===== src/cll_pkg.sv =====
// Shared types and constants of the C-like lexer unit.
package cll_pkg;

  // Lexer modes between bytes.
  typedef enum logic [3:0] {
    M_IDLE     = 4'd0,
    M_IDENT    = 4'd1,
    M_NUMBER   = 4'd2,
    M_OPRUN    = 4'd3,
    M_MINUS    = 4'd4,
    M_SLASH    = 4'd5,
    M_CHARLIT  = 4'd6,
    M_STRING   = 4'd7,
    M_LINECOM  = 4'd8,
    M_BLOCKCOM = 4'd9
  } lex_mode_e;

  // Token class codes as they leave the block.
  typedef enum logic [3:0] {
    TC_CHAR      = 4'd0,
    TC_STRING    = 4'd1,
    TC_IDENT     = 4'd2,
    TC_NUMBER    = 4'd3,
    TC_OPERATOR  = 4'd4,
    TC_LPAREN    = 4'd5,
    TC_RPAREN    = 4'd6,
    TC_LBRACE    = 4'd7,
    TC_RBRACE    = 4'd8,
    TC_LBRACK    = 4'd9,
    TC_RBRACK    = 4'd10,
    TC_SEMICOLON = 4'd11,
    TC_UNKNOWN   = 4'd12
  } tok_class_e;

  // One token record.
  typedef struct packed {
    tok_class_e  cls;
    logic [15:0] line;
    logic [15:0] col;
    logic [31:0] off;
    logic [15:0] len;
    logic        last;
  } tok_rec_t;

  localparam int unsigned FIFO_DEPTH = 4;
  localparam int unsigned FIFO_PTR_W = 2;
  localparam int unsigned FIFO_CNT_W = 3;

  // Character codes.
  localparam logic [7:0] CH_NL     = 8'h0A;
  localparam logic [7:0] CH_TAB    = 8'h09;
  localparam logic [7:0] CH_CR     = 8'h0D;
  localparam logic [7:0] CH_SPACE  = 8'h20;
  localparam logic [7:0] CH_BANG   = 8'h21;
  localparam logic [7:0] CH_DQUOTE = 8'h22;
  localparam logic [7:0] CH_HASH   = 8'h23;
  localparam logic [7:0] CH_PCT    = 8'h25;
  localparam logic [7:0] CH_AMP    = 8'h26;
  localparam logic [7:0] CH_SQUOTE = 8'h27;
  localparam logic [7:0] CH_LPAREN = 8'h28;
  localparam logic [7:0] CH_RPAREN = 8'h29;
  localparam logic [7:0] CH_STAR   = 8'h2A;
  localparam logic [7:0] CH_PLUS   = 8'h2B;
  localparam logic [7:0] CH_COMMA  = 8'h2C;
  localparam logic [7:0] CH_MINUS  = 8'h2D;
  localparam logic [7:0] CH_DOT    = 8'h2E;
  localparam logic [7:0] CH_SLASH  = 8'h2F;
  localparam logic [7:0] CH_ZERO   = 8'h30;
  localparam logic [7:0] CH_NINE   = 8'h39;
  localparam logic [7:0] CH_COLON  = 8'h3A;
  localparam logic [7:0] CH_SEMI   = 8'h3B;
  localparam logic [7:0] CH_LT     = 8'h3C;
  localparam logic [7:0] CH_EQ     = 8'h3D;
  localparam logic [7:0] CH_GT     = 8'h3E;
  localparam logic [7:0] CH_QUEST  = 8'h3F;
  localparam logic [7:0] CH_UP_A   = 8'h41;
  localparam logic [7:0] CH_UP_Z   = 8'h5A;
  localparam logic [7:0] CH_LBRACK = 8'h5B;
  localparam logic [7:0] CH_BSLASH = 8'h5C;
  localparam logic [7:0] CH_RBRACK = 8'h5D;
  localparam logic [7:0] CH_CARET  = 8'h5E;
  localparam logic [7:0] CH_UNDER  = 8'h5F;
  localparam logic [7:0] CH_LO_A   = 8'h61;
  localparam logic [7:0] CH_LO_E   = 8'h65;
  localparam logic [7:0] CH_LO_Z   = 8'h7A;
  localparam logic [7:0] CH_LBRACE = 8'h7B;
  localparam logic [7:0] CH_BAR    = 8'h7C;
  localparam logic [7:0] CH_RBRACE = 8'h7D;
  localparam logic [7:0] CH_TILDE  = 8'h7E;

  localparam logic [15:0] SAT16 = 16'hFFFF;

  function automatic logic is_digit(input logic [7:0] b);
    return (b >= CH_ZERO) && (b <= CH_NINE);
  endfunction

  function automatic logic is_alpha(input logic [7:0] b);
    return ((b >= CH_LO_A) && (b <= CH_LO_Z)) || ((b >= CH_UP_A) && (b <= CH_UP_Z));
  endfunction

  function automatic logic is_word(input logic [7:0] b);
    return is_alpha(b) || is_digit(b) || (b == CH_UNDER);
  endfunction

  function automatic logic is_space(input logic [7:0] b);
    return (b == CH_SPACE) || ((b >= CH_TAB) && (b <= CH_CR));
  endfunction

  function automatic logic is_op(input logic [7:0] b);
    return (b == CH_PLUS) || (b == CH_MINUS) || (b == CH_STAR) || (b == CH_SLASH) ||
           (b == CH_PCT) || (b == CH_AMP) || (b == CH_BAR) || (b == CH_CARET) ||
           (b == CH_TILDE) || (b == CH_BANG) || (b == CH_EQ) || (b == CH_LT) ||
           (b == CH_GT) || (b == CH_QUEST) || (b == CH_COLON) || (b == CH_HASH) ||
           (b == CH_DOT) || (b == CH_COMMA);
  endfunction

  // Modes that hold a pending token.
  function automatic logic is_token_mode(input lex_mode_e m);
    return (m != M_IDLE) && (m != M_LINECOM) && (m != M_BLOCKCOM);
  endfunction

  function automatic tok_class_e mode_class(input lex_mode_e m);
    tok_class_e c;
    unique case (m)
      M_IDENT:   c = TC_IDENT;
      M_NUMBER:  c = TC_NUMBER;
      M_CHARLIT: c = TC_CHAR;
      M_STRING:  c = TC_STRING;
      default:   c = TC_OPERATOR;
    endcase
    return c;
  endfunction

  function automatic logic [15:0] sat_inc16(input logic [15:0] v);
    return (v == SAT16) ? v : v + 16'd1;
  endfunction

endpackage


===== src/c_like_lexer_unit.sv =====
// Top level of the C-like lexer unit: input register, lexer step and record queue.
//
// Usage: source text enters one byte per beat on the input channel
// (text_byte_i, end_of_text_i). Every finished token leaves as one record
// beat on the output channel: class, line and column of its first byte,
// byte offset and length. Whitespace and comments produce no beats. A byte
// that ends one token and completes another gives two beats in order, and
// last_of_run_o marks the final beat caused by a byte.
// Path: a byte accepted into the input register is lexed from there, and its
// records are written into the record queue, whose head drives the output port.
// Throughput: one byte per cycle as long as bytes give at most one record
// each on average and the receiver does not stall; the single output port drains
// one record per cycle, so bytes that give two records slow the input down there. A
// four-entry record queue parts the lexer from the receiver, and the input register
// holds a byte (with in_stall_o high) whenever the queue has less than two free slots.
// Reset clears the lexer to line 1, column 1, offset 0 with no pending token, and
// empties the queue. A receiver stall holds the head record and, once the queue fills,
// the input; end_of_text_i flushes the pending token and restarts the position count.
module c_like_lexer_unit
  import cll_pkg::*;
(
  input  logic        clk_i,
  input  logic        rst_ni,
  input  logic        in_valid_i,
  output logic        in_stall_o,
  input  logic [7:0]  text_byte_i,
  input  logic        end_of_text_i,
  output logic        out_valid_o,
  input  logic        out_stall_i,
  output logic [3:0]  token_class_o,
  output logic [15:0] token_line_o,
  output logic [15:0] token_column_o,
  output logic [31:0] token_offset_o,
  output logic [15:0] token_length_o,
  output logic        last_of_run_o
);

  // Input register.
  logic       in_vld_q, in_vld_d;
  logic [7:0] byte_q;
  logic       eot_q;

  // Lexer state.
  lex_mode_e   mode_q, mode_d;
  logic [7:0]  held_q, held_d;
  logic        bsl_q, bsl_d;
  logic        exp_q, exp_d;
  logic [1:0]  chs_q, chs_d;
  logic [31:0] p_off_q, p_off_d;
  logic [15:0] p_len_q, p_len_d;
  logic [15:0] p_line_q, p_line_d;
  logic [15:0] p_col_q, p_col_d;
  logic [15:0] cur_line_q, cur_line_d;
  logic [15:0] cur_col_q, cur_col_d;
  logic [31:0] cur_off_q, cur_off_d;

  // Step results shared between the next-state and record blocks.
  logic        fifo_room;
  logic        proc;
  logic        cont, close;
  lex_mode_e   m1, m2;
  logic [15:0] len1, len_g;
  logic        exp1, bsl1, held_clr;
  logic [1:0]  chs1;
  logic [7:0]  held1;
  logic        single;
  tok_class_e  single_cls;
  logic        exp2, bsl2;
  logic [1:0]  chs2;
  logic [31:0] off2;
  logic [15:0] len2, line2, col2;
  logic        flush;

  tok_rec_t    rec_a, rec_b, wr0, wr1, head;
  logic        a_vld;
  logic [1:0]  push_cnt;

  assign proc       = in_vld_q && fifo_room;
  assign in_stall_o = in_vld_q && !fifo_room;
  assign in_vld_d   = (in_valid_i && !in_stall_o) || (in_vld_q && !fifo_room);
  assign len_g      = sat_inc16(p_len_q);

  always_ff @(posedge clk_i or negedge rst_ni) begin
    if (!rst_ni) begin
      in_vld_q <= 1'b0;
    end else begin
      in_vld_q <= in_vld_d;
    end
  end

  always_ff @(posedge clk_i) begin
    if (in_valid_i && !in_stall_o) begin
      byte_q <= text_byte_i;
      eot_q  <= end_of_text_i;
    end
  end

  // Next state: continue the current mode, else start a new token.
  always_comb begin
    cont     = 1'b0;
    close    = 1'b0;
    m1       = mode_q;
    len1     = p_len_q;
    exp1     = exp_q;
    chs1     = chs_q;
    bsl1     = bsl_q;
    held1    = held_q;
    held_clr = 1'b0;

    unique case (mode_q)
      M_IDENT: begin
        if (is_word(byte_q)) begin
          cont = 1'b1;
          len1 = len_g;
        end
      end
      M_NUMBER: begin
        if (!exp_q) begin
          if (is_digit(byte_q) || byte_q == CH_DOT) begin
            cont = 1'b1;
            len1 = len_g;
          end else if (byte_q == CH_LO_E) begin
            cont = 1'b1;
            len1 = len_g;
            exp1 = 1'b1;
          end
        end else if (is_digit(byte_q) || byte_q == CH_LO_E) begin
          cont = 1'b1;
          len1 = len_g;
        end
      end
      M_MINUS: begin
        if (is_digit(byte_q) || byte_q == CH_DOT) begin
          cont = 1'b1;
          len1 = len_g;
          m1   = M_NUMBER;
          exp1 = 1'b0;
        end else if (is_op(byte_q)) begin
          cont = 1'b1;
          len1 = len_g;
          m1   = M_OPRUN;
        end
      end
      M_SLASH: begin
        if (byte_q == CH_SLASH) begin
          cont = 1'b1;
          m1   = M_LINECOM;
        end else if (byte_q == CH_STAR) begin
          cont     = 1'b1;
          m1       = M_BLOCKCOM;
          held_clr = 1'b1;
        end else if (is_op(byte_q)) begin
          cont = 1'b1;
          len1 = len_g;
          m1   = M_OPRUN;
        end
      end
      M_OPRUN: begin
        if (is_op(byte_q)) begin
          cont = 1'b1;
          len1 = len_g;
        end
      end
      M_CHARLIT: begin
        if (chs_q == 2'd0) begin
          cont = 1'b1;
          len1 = len_g;
          chs1 = (byte_q == CH_BSLASH) ? 2'd1 : 2'd2;
        end else if (chs_q == 2'd1) begin
          cont = 1'b1;
          len1 = len_g;
          chs1 = 2'd2;
        end else if (byte_q == CH_SQUOTE) begin
          cont  = 1'b1;
          len1  = len_g;
          close = 1'b1;
          m1    = M_IDLE;
        end
      end
      M_STRING: begin
        cont = 1'b1;
        len1 = len_g;
        if (byte_q == CH_DQUOTE && !bsl_q) begin
          close = 1'b1;
          m1    = M_IDLE;
        end else begin
          bsl1 = (byte_q == CH_BSLASH);
        end
      end
      M_LINECOM: begin
        if (byte_q == CH_NL) begin
          m1 = M_IDLE;
        end else begin
          cont = 1'b1;
        end
      end
      M_BLOCKCOM: begin
        cont = 1'b1;
        if (held_q == CH_STAR && byte_q == CH_SLASH) begin
          m1       = M_IDLE;
          held_clr = 1'b1;
        end else begin
          held1 = byte_q;
        end
      end
      default: begin
        cont = 1'b0;
      end
    endcase
    if (held_clr) begin
      held1 = 8'd0;
    end

    // Start of a new token when the byte was not absorbed.
    m2         = m1;
    exp2       = exp1;
    chs2       = chs1;
    bsl2       = bsl1;
    off2       = p_off_q;
    len2       = len1;
    line2      = p_line_q;
    col2       = p_col_q;
    single     = 1'b0;
    single_cls = TC_UNKNOWN;
    if (!cont) begin
      m2 = M_IDLE;
      if (!is_space(byte_q)) begin
        priority if (byte_q == CH_SLASH) begin
          m2 = M_SLASH;
        end else if (byte_q == CH_SQUOTE) begin
          m2   = M_CHARLIT;
          chs2 = 2'd0;
        end else if (byte_q == CH_DQUOTE) begin
          m2   = M_STRING;
          bsl2 = 1'b0;
        end else if (is_alpha(byte_q) || byte_q == CH_UNDER) begin
          m2 = M_IDENT;
        end else if (byte_q == CH_MINUS) begin
          m2 = M_MINUS;
        end else if (is_digit(byte_q)) begin
          m2   = M_NUMBER;
          exp2 = 1'b0;
        end else if (is_op(byte_q)) begin
          m2 = M_OPRUN;
        end else begin
          single = 1'b1;
          priority case (byte_q)
            CH_LPAREN: single_cls = TC_LPAREN;
            CH_RPAREN: single_cls = TC_RPAREN;
            CH_LBRACE: single_cls = TC_LBRACE;
            CH_RBRACE: single_cls = TC_RBRACE;
            CH_LBRACK: single_cls = TC_LBRACK;
            CH_RBRACK: single_cls = TC_RBRACK;
            CH_SEMI:   single_cls = TC_SEMICOLON;
            default:   single_cls = TC_UNKNOWN;
          endcase
        end
        if (!single) begin
          off2  = cur_off_q;
          len2  = 16'd1;
          line2 = cur_line_q;
          col2  = cur_col_q;
        end
      end
    end

    flush = eot_q && is_token_mode(m2);

    // Commit.
    mode_d     = mode_q;
    held_d     = held_q;
    bsl_d      = bsl_q;
    exp_d      = exp_q;
    chs_d      = chs_q;
    p_off_d    = p_off_q;
    p_len_d    = p_len_q;
    p_line_d   = p_line_q;
    p_col_d    = p_col_q;
    cur_line_d = cur_line_q;
    cur_col_d  = cur_col_q;
    cur_off_d  = cur_off_q;
    if (proc) begin
      if (eot_q) begin
        mode_d     = M_IDLE;
        held_d     = 8'd0;
        bsl_d      = 1'b0;
        exp_d      = 1'b0;
        chs_d      = 2'd0;
        p_off_d    = 32'd0;
        p_len_d    = 16'd0;
        p_line_d   = 16'd1;
        p_col_d    = 16'd1;
        cur_line_d = 16'd1;
        cur_col_d  = 16'd1;
        cur_off_d  = 32'd0;
      end else begin
        mode_d   = m2;
        held_d   = held1;
        bsl_d    = bsl2;
        exp_d    = exp2;
        chs_d    = chs2;
        p_off_d  = off2;
        p_len_d  = len2;
        p_line_d = line2;
        p_col_d  = col2;
        if (byte_q == CH_NL) begin
          cur_line_d = sat_inc16(cur_line_q);
          cur_col_d  = 16'd1;
        end else begin
          cur_col_d = sat_inc16(cur_col_q);
        end
        cur_off_d = cur_off_q + 32'd1;
      end
    end
  end

  // Records: the finished old token first, then a one-byte token or the flush.
  always_comb begin
    a_vld = close || (!cont && is_token_mode(mode_q));

    rec_a.cls  = mode_class(mode_q);
    rec_a.line = p_line_q;
    rec_a.col  = p_col_q;
    rec_a.off  = p_off_q;
    rec_a.len  = len1;
    rec_a.last = 1'b0;

    if (single) begin
      rec_b.cls  = single_cls;
      rec_b.line = cur_line_q;
      rec_b.col  = cur_col_q;
      rec_b.off  = cur_off_q;
      rec_b.len  = 16'd1;
    end else begin
      rec_b.cls  = mode_class(m2);
      rec_b.line = line2;
      rec_b.col  = col2;
      rec_b.off  = off2;
      rec_b.len  = len2;
    end
    rec_b.last = 1'b1;

    wr0 = a_vld ? rec_a : rec_b;
    wr1 = rec_b;
    wr0.last = !(a_vld && (single || flush));

    push_cnt = proc ? ({1'b0, a_vld} + {1'b0, single || flush}) : 2'd0;
  end

  always_ff @(posedge clk_i or negedge rst_ni) begin
    if (!rst_ni) begin
      mode_q     <= M_IDLE;
      held_q     <= 8'd0;
      bsl_q      <= 1'b0;
      exp_q      <= 1'b0;
      chs_q      <= 2'd0;
      p_off_q    <= 32'd0;
      p_len_q    <= 16'd0;
      p_line_q   <= 16'd1;
      p_col_q    <= 16'd1;
      cur_line_q <= 16'd1;
      cur_col_q  <= 16'd1;
      cur_off_q  <= 32'd0;
    end else begin
      mode_q     <= mode_d;
      held_q     <= held_d;
      bsl_q      <= bsl_d;
      exp_q      <= exp_d;
      chs_q      <= chs_d;
      p_off_q    <= p_off_d;
      p_len_q    <= p_len_d;
      p_line_q   <= p_line_d;
      p_col_q    <= p_col_d;
      cur_line_q <= cur_line_d;
      cur_col_q  <= cur_col_d;
      cur_off_q  <= cur_off_d;
    end
  end

  cll_fifo u_fifo (
    .clk_i       (clk_i),
    .rst_ni      (rst_ni),
    .push_cnt_i  (push_cnt),
    .wr0_i       (wr0),
    .wr1_i       (wr1),
    .room_o      (fifo_room),
    .out_valid_o (out_valid_o),
    .out_stall_i (out_stall_i),
    .out_rec_o   (head)
  );

  assign token_class_o  = head.cls;
  assign token_line_o   = head.line;
  assign token_column_o = head.col;
  assign token_offset_o = head.off;
  assign token_length_o = head.len;
  assign last_of_run_o  = head.last;

  a_eot_restart : assert property (@(posedge clk_i) disable iff (!rst_ni)
    (proc && eot_q) |=> (mode_q == M_IDLE && cur_off_q == 32'd0 && cur_line_q == 16'd1))
    else $error("end of text did not restart the lexer");

  a_offset_step : assert property (@(posedge clk_i) disable iff (!rst_ni)
    (proc && !eot_q) |=> cur_off_q == $past(cur_off_q) + 32'd1)
    else $error("byte offset did not advance by one");

  a_pending_len : assert property (@(posedge clk_i) disable iff (!rst_ni)
    (mode_q != M_IDLE && mode_q != M_LINECOM && mode_q != M_BLOCKCOM) |-> p_len_q != 16'd0)
    else $error("pending token with zero length");

  a_stall_needs_byte : assert property (@(posedge clk_i) disable iff (!rst_ni)
    in_stall_o |-> in_vld_q)
    else $error("input stalled with an empty input register");

endmodule


===== src/cll_fifo.sv =====
// Record queue of four: up to two records in per cycle, one out unless stalled.
module cll_fifo
  import cll_pkg::*;
(
  input  logic     clk_i,
  input  logic     rst_ni,
  input  logic [1:0] push_cnt_i,
  input  tok_rec_t wr0_i,
  input  tok_rec_t wr1_i,
  output logic     room_o,
  output logic     out_valid_o,
  input  logic     out_stall_i,
  output tok_rec_t out_rec_o
);

  tok_rec_t mem_q [FIFO_DEPTH];
  logic [FIFO_PTR_W-1:0] wr_ptr_q, wr_ptr_d, rd_ptr_q, rd_ptr_d;
  logic [FIFO_CNT_W-1:0] count_q, count_d;
  logic pop;

  assign pop         = out_valid_o && !out_stall_i;
  assign out_valid_o = (count_q != '0);
  assign out_rec_o   = mem_q[rd_ptr_q];
  assign room_o      = (count_q <= FIFO_CNT_W'(FIFO_DEPTH - 2));

  assign wr_ptr_d = wr_ptr_q + FIFO_PTR_W'(push_cnt_i);
  assign rd_ptr_d = rd_ptr_q + FIFO_PTR_W'(pop);
  assign count_d  = count_q + FIFO_CNT_W'(push_cnt_i) - FIFO_CNT_W'(pop);

  always_ff @(posedge clk_i or negedge rst_ni) begin
    if (!rst_ni) begin
      wr_ptr_q <= '0;
      rd_ptr_q <= '0;
      count_q  <= '0;
    end else begin
      wr_ptr_q <= wr_ptr_d;
      rd_ptr_q <= rd_ptr_d;
      count_q  <= count_d;
    end
  end

  always_ff @(posedge clk_i) begin
    if (push_cnt_i != 2'd0) begin
      mem_q[wr_ptr_q] <= wr0_i;
    end
    if (push_cnt_i == 2'd2) begin
      mem_q[wr_ptr_q + FIFO_PTR_W'(1)] <= wr1_i;
    end
  end

  a_no_overflow : assert property (@(posedge clk_i) disable iff (!rst_ni)
    count_q <= FIFO_CNT_W'(FIFO_DEPTH))
    else $error("record queue overflow");

  a_push_with_room : assert property (@(posedge clk_i) disable iff (!rst_ni)
    (push_cnt_i != 2'd0) |-> room_o)
    else $error("records pushed without room for two");

  a_pop_only : assert property (@(posedge clk_i) disable iff (!rst_ni)
    (pop && push_cnt_i == 2'd0) |=> count_q == $past(count_q) - FIFO_CNT_W'(1))
    else $error("queue count wrong after a pop");

endmodule


===== config.mk =====
export PLATFORM = sky130hd
export DESIGN_NAME = c_like_lexer_unit
export DESIGN_NICKNAME = d
export VERILOG_FILES = /design/src/cll_pkg.sv /design/src/c_like_lexer_unit.sv /design/src/cll_fifo.sv
export SDC_FILE = /design/constraint.sdc
export NUM_CORES = 1
export LEC_CHECK = 0
export ABC_AREA = 0
export ABC_CLOCK_PERIOD_IN_PS = 7900
export BUFFER_PORTS_ARGS = -buffer_cell sky130_fd_sc_hd__buf_2
export CAP_MARGIN = 5
export CORE_MARGIN = 3
export CORE_UTILIZATION = 30
export CTS_CLUSTER_SIZE = 10
export DETAILED_ROUTE_END_ITERATION = 12
export GPL_TIMING_DRIVEN = 0
export SYNTH_ARGS = -nofsm -noshare
export SYNTH_HDL_FRONTEND = slang
export SYNTH_SLANG_ARGS = --single-unit

===== constraint.sdc =====
create_clock -name clk_i -period 7.9 [get_ports clk_i]
set_input_delay 1.185 -clock clk_i [delete_from_list [all_inputs] [get_ports clk_i]]
set_output_delay 1.185 -clock clk_i [all_outputs]
set_load 0.005 [all_outputs]

==> out/qor.csv <==
metric,value,unit
yosys.area_share.xor_xnor,1.71,%
syn-num-nets,2017,
grtUsageTotal,16.7,%
relSlewSlack,27.2,%
grtUsageMet3,2.59,%
reg2reg_from,byte_q[0],
finalHoldViolations,0,
cts_resized,0,
routed_wirelength,76.2,mm
syn_inst,1993,
grt_pass1_wl,115,mm
grt_pass1_vias,18500,
synth_top_cell_by_area,edfxtp_1,
synth_compound_area_share,18.6,%
path_buf_inv,4,
drive_above_1_share,17.5,%
grt_max_degree,114,
num_rows,106,
met1_usage,22.4,%
cp_data_required_time,8190,ps
cts_tree,built,
detail-route-antenna-nets,0,
critPathLaunch,byte_q[0],
setup_tns,0,ps
synth-edff-count,345,
path_depth,16,
yosys-top-cells-count,"edfxtp_1, a22o_1, dfrtp_1",
cp.arrival,6510,ps
tightest_slew,1090,ps
crit_fanout,49,
critPathCapture,u_fifo.mem_q[0][59],
min_path_type,register to register,
critPathMaxStageDelay,760,ps
synth-main-ff-cell,edfxtp_1,
yosys-top-cells-area,"edfxtp_1, dfrtp_1, a22o_1",
ys_seq_area_share,57.1,%
dp_hpwl,50.0,mm
cts_buffers,59,
clockBufferDepth,3,
register_area,14600,um^2
run_status,completed,
viasPerCell,5.51,
cellLeakagePower,10.6,nW
clk_pin_slew,60,ps
crit_path_frequent_cell,clkbuf_1,
hold_buffers,0,
r2r.worst_path.cells,16,
ios,100,
dr.first_iter.drc_count,1643,
slew_viol_final,0,
synth_top_area_share,40.4,%
finalSetupViolations,0,
synthAdderAreaFrac,0.566,%
power_density,321,nW/um^2
r2r_setup_slack,1680,ps
fin_worst_skew,52.7,ps
slowest_stage,a2111oi_0,
worstSkewPairLatency,630,ps
synthToLayoutAreaGrowth,15.0,%
async_flop_share,32.5,%
start_util,30.5,%
synth_top_family_by_area,compound AO/OA/AOI/OAI gates,
gr-max-usage-layer,met2,
critPathTopFamily,simple AND/OR/NAND/NOR gates,
utilization,35.0,%
startpoint_type,register,
drc_errors,0,
avgRoutedWirePerCell,22.8,um
rr_endpoint,u_fifo.mem_q[0][59],
synth_area,25700,um^2
grt_overflow,0,
dieArea,89100,um^2
yosysWarnings,0,
synth-simple-area-share,9.83,%
synth.avg_cell_area,12.9,um^2
vias,18400,
place.gp.congestion,0.904,
grt_use_met2,27.7,%
ys_types,98,
cts.sinks,517,
path_cells,clkbuf_1 > clkbuf_1 > nor4b_1 > a21oi_1 > a2111oi_0 > nand3_1 > a32oi_1 > mux2i_1 > o21ai_0 > nand2_1 > ha_1 > o21ai_1 > nor3_1 > nor2_1 > inv_4 > buf_16,
cap_violations,0,
post-cts-setup-buffers,0,
cts-root-buf,clkbuf_16,
yosysMostFrequentCell,edfxtp_1,
crit_type,register to register,
die_y,298,um
multi_input_area,9890,um^2
fin_nets,2183,
ys_seq_elements,517,
io_buffer_count,99,
core_region_area,84200,um^2
period_share,78.8,%
rsz0062_at_grt,false,
die-width,298,um
h-tree-depth,2,
drt_pass1_iterations,5,
final.min_clock_period,6220,ps
clock.fmax,0.161,GHz
synthMuxAreaShare,7.82,%
ir_worst_vdd,0.198,mV
n_fill_cell,8126,
antenna_found_initial,0,
holdPathStages,1,
end_kind,register,
==> sequential cells by signal, summed over array words and instances, names as in the netlist, 16 cells and up <==
| signal | cells |
|---|---|
| cur_col_q | 16 |
| cur_off_q | 32 |
| p_col_q | 16 |
| p_line_q | 16 |
| p_len_q | 16 |
| u_fifo.mem_q | 340 |
| cur_line_q | 16 |
| p_off_q | 32 |
==> metrics by stage <==
stage / cell area (um^2) / power (W) / hold WS [ps] / instances / setup WS, ps
final: 29500 / 0.00947 / 465 / 3345 / 1680
after global routing: 29500 / 0.00993 / 488 / 3344 / 1140
after CTS: 29500 / 0.00958 / 467 / 3344 / 1760
after detailed placement: 27700 / 0.00703 / 454 / 3232 / 1780
after global placement: 27600 / 0.00699 / 441 / 3226 / -652
after floorplan: 25700 / 0.00556 / 431 / 1993 / 1990
==> layout by cell type, fill, tap and decap left out, types with 7 or more instances in the layout <==
master | netlist | routed
a21oi_1 | 57 | 57
or2_2 | 7 | 7
a31oi_1 | 7 | 7
mux4_2 | 85 | 85
clkbuf_1 | 102 | 146
buf_2 | 44 | 142
or3_1 | 20 | 20
inv_1 | 28 | 24
clkbuf_16 | 0 | 60
dfrtp_1 | 164 | 164
nand4_1 | 22 | 22
nor3_1 | 22 | 22
o22ai_1 | 17 | 17
nand2_1 | 85 | 85
nand2b_1 | 19 | 19
and3_1 | 17 | 17
o21ai_1 | 7 | 7
a21o_1 | 9 | 9
o31ai_1 | 14 | 14
buf_6 | 28 | 28
xor2_1 | 33 | 33
and2_1 | 25 | 25
mux2i_1 | 8 | 8
edfxtp_1 | 345 | 345
ha_1 | 10 | 10
buf_1 | 20 | 20
o21ai_0 | 90 | 90
nor4bb_1 | 7 | 7
and4_1 | 9 | 9
nor2b_1 | 12 | 12
nor2_1 | 154 | 154
xnor2_1 | 17 | 17
nand3_1 | 37 | 37
a22o_1 | 328 | 328
==> metal layers <==
layer / wire length, um / vias to the layer above
li1: - / 8163
met5: 0 / -
met2: 36700 / 739
met3: 5300 / 138
met4: 2090 / 0
met1: 32100 / 9401
==> logic make-up (layout without fill, tap and decap cells) <==
kind of cell | count (synthesis) | in the layout
fa+ha+maj | 11 | 11
other cells | 0 | 1
simple gates | 483 | 483
mux | 94 | 94
flops | 517 | 517
xor+xnor | 50 | 50
compound gates | 613 | 613
buf+inv | 225 | 442
==> worst min path at each step <==
stage | start | to
floorplan | u_fifo.mem_q[2][0] | u_fifo.mem_q[2][0]
global placement | u_fifo.mem_q[2][0] | u_fifo.mem_q[2][0]
detailed placement | u_fifo.mem_q[3][0] | u_fifo.mem_q[3][0]
CTS | u_fifo.mem_q[3][0] | u_fifo.mem_q[3][0]
global route | u_fifo.mem_q[3][0] | u_fifo.mem_q[3][0]
finish | u_fifo.mem_q[3][0] | u_fifo.mem_q[3][0]
==> report_power, final <==
group | leakage, nW | switching (W) | internal, W
clock | 0.835 | 0.00110 | 0.00143
combinational | 4.20 | 0.00217 | 0.00116
sequential | 5.54 | 0.000172 | 0.00343
total | 10.6 | 0.00345 | 0.00602
==> area by class of cell <==
cell class | count | area share [%]
diodes | 1 | 0.00848
well taps | 1134 | 4.81
plain buffers | 196 | 3.42
flip-flops and latches | 517 | 49.6
repair buffers | 105 | 2.20
clock inverters | 7 | 0.305
multi-input cells | 1251 | 33.5
clock buffers | 105 | 5.69
inverters | 29 | 0.407
Note: power is estimated with default switching activity, not from simulation.
